$ cat src/design/bipartite_max_matching_macros.svh
// Assertion macros shared by the matching block
`ifndef BIPARTITE_MAX_MATCHING_MACROS_SVH
`define BIPARTITE_MAX_MATCHING_MACROS_SVH

// Check that cons holds in the same cycle whenever ante holds
`define BMM_ASSERT_SAME(label, clk, rst_n, ante, cons, msg) \
    label: assert property (@(posedge clk) disable iff (!rst_n) (ante) |-> (cons)) \
        else $error(msg);

// Check that cons holds in the cycle after ante
`define BMM_ASSERT_NEXT(label, clk, rst_n, ante, cons, msg) \
    label: assert property (@(posedge clk) disable iff (!rst_n) (ante) |=> (cons)) \
        else $error(msg);

`endif

$ cat src/design/bmm_ram.sv
// Generic simple dual-port RAM with one write port and a registered read port
module bmm_ram #(
    parameter int WIDTH = 8,
    parameter int DEPTH = 64
) (
    input  logic                     i_clk,
    input  logic                     i_we,
    input  logic [$clog2(DEPTH)-1:0] i_waddr,
    input  logic [WIDTH-1:0]         i_wdata,
    input  logic [$clog2(DEPTH)-1:0] i_raddr,
    output logic [WIDTH-1:0]         o_rdata
);

    logic [WIDTH-1:0] r_mem [DEPTH];

    // Write and read; read data is registered and appears in the next cycle
    always_ff @(posedge i_clk) begin
        if (i_we) begin
            r_mem[i_waddr] <= i_wdata;
        end
        o_rdata <= r_mem[i_raddr];
    end

endmodule

$ cat config.mk
export PLATFORM = sky130hd
export DESIGN_NAME = bmm_ram
export DESIGN_NICKNAME = d
export VERILOG_FILES = /design/src/design/bipartite_max_matching_macros.svh /design/src/design/bmm_ram.sv
export SDC_FILE = /design/constraint.sdc
export NUM_CORES = 1
export LEC_CHECK = 0
export ABC_AREA = 1
export BUFFER_PORTS_ARGS = -buffer_cell sky130_fd_sc_hd__buf_2
export CORE_MARGIN = 2
export CORE_UTILIZATION = 64
export DETAILED_ROUTE_END_ITERATION = 12
export PLACE_DENSITY = 0.78
export SYNTH_ARGS = -nofsm -noshare
export SYNTH_HDL_FRONTEND = slang
export SYNTH_SLANG_ARGS = --single-unit
$ cat constraint.sdc
create_clock -name i_clk -period 3.7 [get_ports i_clk]
set_input_delay 0 -clock i_clk [delete_from_list [all_inputs] [get_ports i_clk]]
set_output_delay 0 -clock i_clk [all_outputs]
set_load 0.1 [all_outputs]
==> run_results.csv, run 1 <==
group,metric,value,unit
route,wl_per_cell,22.5,microns
timing,max_freq,486,MHz
worst_setup_path,reg2reg_depth,8,
cells_and_area,fillers,2245,
worst_setup_path,cp-end-kind,"flop",
placed_design,placed_cell_area,21500,sq um
clock_network,cts_buffer_depth,3,
global_route,grt_start_max_net_pins,186,
timing,min_period,2060,ps
timing,rsz0062_at_grt,"no",
cells_and_area,final_cell_mix,"nand2_1 (648), edfxtp_1 (512), nand3_1 (439)",
route,dr.first_iter.drc_count,1988,
worst_hold_path,worstHoldStart,"i_wdata[0]",
die,num_io_pins,30,
worst_setup_path,arrival,2520,ps
cells_and_area,layout.nets,1823,
clock_network,cts-root-buf,"clkbuf_16",
die,fp.dieW,187,microns
timing,fin_tns_setup,0,ps
route,drc_errors,0,
clock_network,cts_buffers,50,
clock_network,clkTransAtPathRegs,60,ps
worst_setup_path,critPathKind,"input pin to flop",
global_route,gr-usage-all-layers,0.293,
synthesis,yosys_warnings,0,
global_route,gr-total-overflow,0,
clock_network,htree_num_levels,2,
placed_design,gp_congestion,0.850,
route,totalWireLength,51400,microns
route,route.vias.total,14200,
pwr,ir_worst_vdd,0.000422,V
synthesis,synthTopCellsByArea,"edfxtp_1 (72%), nand2_1 (11%), nand3_1 (10%)",
die,start_util,0.653,
synthesis,synth_top_area_cell,"edfxtp_1",
die,num_rows,66,
timing,drv_slew,0,
synthesis,synth_nets,1827,
worst_hold_path,holdPathStages,1,
pwr,p_total,12.1,mW
synthesis,syn_inst,1805,
cells_and_area,area_growth,7.89,%
placed_design,dpl.hpwl,28800,microns
global_route,grt_first_pass_wirelength,77700,microns
cells_and_area,utilization,0.704,
worst_setup_path,path_buf_inv,2,
clock_network,tritoncts,"built",
route,ant_nets,0,
cells_and_area,stdcell_area,23000,sq um
timing,hold_viol_final,0,
placed_design,pre_cts_slack,1210,ps
die,die_y,187,microns
timing,clock_skew,23.5,ps
timing,maxSlewHeadroom,0.224,
worst_hold_path,min_to,"r_mem[37][0]",
die,dieArea,34800,sq um
synthesis,avgSynthCellArea,11.8,sq um
synthesis,netlist_area,21300,sq um
worst_setup_path,crit_fanout,78,
synthesis,ys_types,16,
synthesis,synth_seq_cells,520,
worst_setup_path,slowest_stage,"buf_4",
pwr,power_density,526,nW/um^2
worst_setup_path,critPathMaxStageDelay,780,ps
synthesis,yosysSeqAreaShare,0.728,
worst_setup_path,crit_path_start_kind,"input pin",
route,routed_via_density,6.23,
worst_setup_path,cp_top_family,"buffers and inverters",
worst_setup_path,rrSetupSlack,2140,ps
worst_setup_path,reg2reg_to,"o_rdata[5]",
timing,fin_crit_sh,0.557,
worst_setup_path,timing.critical_path.mode_cell,"nand3_1",
worst_setup_path,r2r_start,"r_mem[27][5]",
worst_setup_path,path_cells,"buf_4 -> buf_4 -> nand3_1 -> nand3_1 -> nand2_1 -> nand2_1 -> nand3_1 -> nand3_1 -> nand2_1",
timing,tightest_slew,1160,ps
cells_and_area,final_layout_size_suffix_gt1_frac,0.0679,
global_route,grt_pass1_vias,13800,
cells_and_area,layout_commonest_cell,"nand2_1",
run_status,status,"complete, no violations",
placed_design,io_buffer_count,29,
route,firstDrtPassIters,6,
synthesis,synth_top_area_share,0.720,
clock_network,cts_setup_buffers,0,
worst_setup_path,worstPathRequired,4160,ps
clock_network,cts.hold.buffers_added,2,
global_route,antenna_found_initial,1,
clock_network,clk_latency,560,ps
die,coreArea,32700,sq um
timing,fin_ws,1640,ps
job,max_cap_violations,0,
pwr,leakagePower,8.27,nW
worst_hold_path,hold_class,"input pin to flop",
clock_network,post_cts_resized,0,
timing,setup_viol,0,
clock_network,cts_sinks,520,
==> cells in the mapped netlist (all sizes together) <==
cell type,n
nand3,439
nand4,9
inv,12
dfxtp,8
nand2,648
nor4,8
clkbuf,15
buf,98
edfxtp,512
nor2,56
==> layout make-up <==
class	instances	area (sq um)	area share
Sequential cell	520	15500	0.675
Multi-Input combinational cell	1160	4950	0.215
Clock buffer	71	1390	0.0604
Tap cell	442	553	0.0240
Timing Repair Buffer	57	419	0.0182
Clock inverter	21	123	0.00533
Inverter	12	52.6	0.00228
Antenna cell	1	2.50	0.000109
==> routing by layer <==
metal | share of wire | wire (microns) | GRT usage
met5 | 0 | 0 | 0
met4 | 0.036 | 1840 | 0.114
met3 | 0.11 | 5510 | 0.0504
met2 | 0.48 | 24700 | 0.477
met1 | 0.38 | 19300 | 0.400
==> per-stage QoR <==
step	cells	hold slack, ps
global placement	2189	374
finish	2284	20.9
global route	2284	30.0
detailed placement	2189	380
CTS	2283	20.7
floorplan	1805	98.9
==> worst max path at each step <==
stage               depth (start not counted)           end  startpoint
floorplan                                   3  r_mem[48][0]        i_we
global placement                            9    o_rdata[5]  i_raddr[1]
detailed placement                          9    o_rdata[5]  i_raddr[1]
CTS                                         9    o_rdata[5]  i_raddr[1]
global route                                9    o_rdata[5]  i_raddr[1]
finish                                      9    o_rdata[5]  i_raddr[1]
==> where the power goes <==
part / leakage, nW / internal (mW) / switching (mW)
combinational: 2.85 / 0.178 / 0.644
sequential: 4.67 / 6.52 / 0.0138
clock: 0.748 / 2.68 / 2.07
==> sequential cells by signal (all words and copies together), names as in the netlist <==
register  flops
o_rdata       8
r_mem       512
==> cell families after synthesis <==
group                  count (synthesis)  share of synthesized area
and+or+nand+nor                     1160                      0.232
buffers and inverters                125                     0.0402
DFF                                  520                      0.728
No activity file was read; power rests on OpenSTA's default activity.
==> inputs of run 2 (changes only) <==
- ABC_AREA: 1 -> 0
- CORE_UTILIZATION: 64 -> 62
- PLACE_DENSITY: 0.78 -> 0.76
- clock period: 3.7 -> 2.1 ns (I/O delays scaled with it)
==> run 2 against run 1 <==
Global-route usage decreased by 1.9 points. Sequential cell count is the same. Hold slack lost 6.5 ps. Sequential power increased by 76%. Clock skew decreased by 1.5 ps. Wire length shrank 13%. Design area up 1.4%. Critical path type is now flop to flop. Critical endpoint is now o_rdata[4].
==> run_results.csv, run 2 <==
group,metric,value,unit
global_route,grt_pass1_vias,10200,
clock_network,cts-root-buf,"clkbuf_16",
synthesis,ys_types,40,
synthesis,synth_ff_type,"edfxtp_1",
timing,tightest_slew,743,ps
worst_setup_path,reg2reg_to,"o_rdata[4]",
job,max_cap_violations,0,
run_status,status,"complete, no violations",
die,die_y,184,microns
pwr,p_comb_frac,0.060,
clock_network,tritoncts,"built",
cells_and_area,layout_commonest_cell,"edfxtp_1",
synthesis,yosys_warnings,0,
pwr,switching_power,4.52,mW
global_route,grt_first_pass_wirelength,66400,microns
route,ant_nets,0,
clock_network,cts_buffers,49,
timing,hold_viol_final,0,
timing,fin_tns_setup,0,ps
worst_setup_path,reg2reg_depth,5,
synthesis,avgSynthCellArea,21.5,sq um
worst_setup_path,r2r_start,"r_mem[17][4]",
die,fp.dieW,184,microns
cells_and_area,largest-register,"r_mem",
die,num_io_pins,30,
clock_network,clkTransAtPathRegs,60,ps
cells_and_area,stdcell_area,23300,sq um
pwr,pwr-share-clk,0.406,
placed_design,dpl.cell_count,1487,
worst_hold_path,min_to,"r_mem[50][5]",
worst_hold_path,hold_class,"input pin to flop",
placed_design,gp_congestion,0.874,
synthesis,synth.most_common_cell,"edfxtp_1",
clock_network,htree_num_levels,2,
cells_and_area,final_cell_mix,"edfxtp_1 (512), mux4_2 (126), buf_4 (119)",
worst_setup_path,rrSetupSlack,70,ps
worst_setup_path,path_cells,"mux4_2 -> mux2_2 -> o221a_2 -> nor3_2 -> o32ai_1",
route,drc_errors,0,
synthesis,netlist_area,20200,sq um
clock_network,cts_sinks,520,
cells_and_area,stdcell_count,1586,
cells_and_area,largest_reg_flops,512,
cells_and_area,layout.nets,1125,
worst_setup_path,arrival,2460,ps
timing,clock_skew,22.0,ps
die,dieArea,34000,sq um
route,route.vias.total,10200,
route,routed_via_density,6.43,
die,num_rows,66,
worst_setup_path,worstPathRequired,2540,ps
timing,maxSlewHeadroom,0.505,
timing,setup_viol,0,
worst_setup_path,crit_fanout,1,
synthesis,synth_edf_count,512,
pwr,ir_worst_vdd,0.000809,V
global_route,antenna_found_initial,1,
route,dr.first_iter.drc_count,1490,
worst_setup_path,critPathKind,"flop to flop",
synthesis,synth_nets,962,
pwr,power_frac_seq,0.534,
placed_design,placed_cell_area,21600,sq um
global_route,gr-total-overflow,0,
die,start_util,0.625,
clock_network,clk_latency,570,ps
cells_and_area,final_layout_size_suffix_gt1_frac,0.323,
synthesis,synth_seq_cells,520,
global_route,gr-usage-all-layers,0.274,
synthesis,syn_inst,940,
synthesis,synth_top_area_cell,"edfxtp_1",
synthesis,synth_top_area_share,0.762,
cells_and_area,top_regs,"r_mem (512), o_rdata (8)",
timing,drv_slew,0,
worst_hold_path,holdPathStages,1,
placed_design,io_buffer_count,29,
pwr,power_density,925,nW/um^2
pwr,leakagePower,7.61,nW
worst_setup_path,critPathMaxStageDelay,470,ps
worst_setup_path,slowest_stage,"mux4_2",
worst_hold_path,worstHoldStart,"i_wdata[5]",
synthesis,synthTopCellsByArea,"edfxtp_1 (76%), mux4_2 (14%), nor2_1 (1.5%)",
clock_network,cts_buffer_depth,3,
cells_and_area,area_growth,15.8,%
synthesis,async_flop_share,0,
placed_design,dpl.hpwl,28000,microns
placed_design,pre_cts_slack,20.0,ps
route,wl_per_cell,28.1,microns
pwr,internal_power,17.1,mW
pwr,switching_share,0.209,
synthesis,yosysSeqAreaShare,0.770,
route,totalWireLength,44600,microns
cells_and_area,antenna_cells,0,
worst_setup_path,crit_path_start_kind,"flop",
global_route,grt_start_max_net_pins,65,
synthesis,yosys-top-cells-count,"edfxtp_1 (512), mux4_2 (126), nor2_1 (83)",
timing,fin_crit_sh,0.965,
timing,min_period,2030,ps
worst_setup_path,crit_start,"r_mem[17][4]",
die,coreArea,32300,sq um
timing,rsz0062_at_grt,"no",
worst_setup_path,cp-end-kind,"flop",
pwr,p_total,21.6,mW
route,firstDrtPassIters,5,
timing,max_freq,493,MHz
timing,fin_ws,73.3,ps
run 2: cell families after synthesis:
| group | after synthesis | share of synthesized area |
|---|---|---|
| AO/OA/AOI/OAI | 54 | 0.0207 |
| buffers and inverters | 51 | 0.0157 |
| multiplexers | 162 | 0.159 |
| flip-flops | 520 | 0.770 |
| AND/OR/NAND/NOR | 153 | 0.0339 |
run 2: final cells by class:
cell class | count | area, sq um
multi-input cells | 369 | 4320
flip-flops and latches | 520 | 15500
repair buffers | 163 | 1310
clock buffers | 62 | 1370
well taps | 442 | 553
fillers | 1840 | 8940
clock inverters | 30 | 259
run 2: per-layer routing:
metal	up-vias	track usage	routed length (microns)
li1	4255	-	-
met3	83	0.0413	3950
met4	0	0.0816	1200
met1	5285	0.415	18000
met2	576	0.424	21500
met5	-	0	0
run 2: worst max path at each step:
stage / to / slack, ps / cells past startpoint
floorplan: o_rdata[4] / 410 / 5
global placement: o_rdata[4] / 30 / 9
detailed placement: o_rdata[2] / 20 / 8
CTS: o_rdata[4] / 90 / 5
global route: o_rdata[4] / 60 / 5
finish: o_rdata[4] / 70 / 5
run 2: worst max-delay path, delay by kind of cell, from the launching register on:
kind	cells	cell delay, ps
and+or+nand+nor	1	310
muxes	2	750
AOI/OAI and AO/OA	2	450
DFF	1	390
run 2: metrics by stage:
step / hold WS, ps / utilization
4_1_cts: 21.2 / 0.723
3_5_place_dp: 352 / 0.670
6_report: 14.4 / 0.723
3_3_place_gp: 344 / 0.670
5_1_grt: 43.8 / 0.723
2_1_floorplan: 98.9 / -
run 2: power groups by stage:
stage               sequential [mW]  clock, mW  combinational, mW
floorplan                      11.9          0              0.612
global placement               11.7          0               1.25
detailed placement             11.7          0               1.28
CTS                            11.5       8.88               1.30
global route                   11.5       9.29               1.36
finish                         11.5       8.77               1.29
run 2: repair_timing:
action	CTS	global route
endpoints found under the setup margin	1	0
setup buffers	0	0
hold buffers	7	0
hold endpoints to repair	63	0
gates resized for setup	1	0
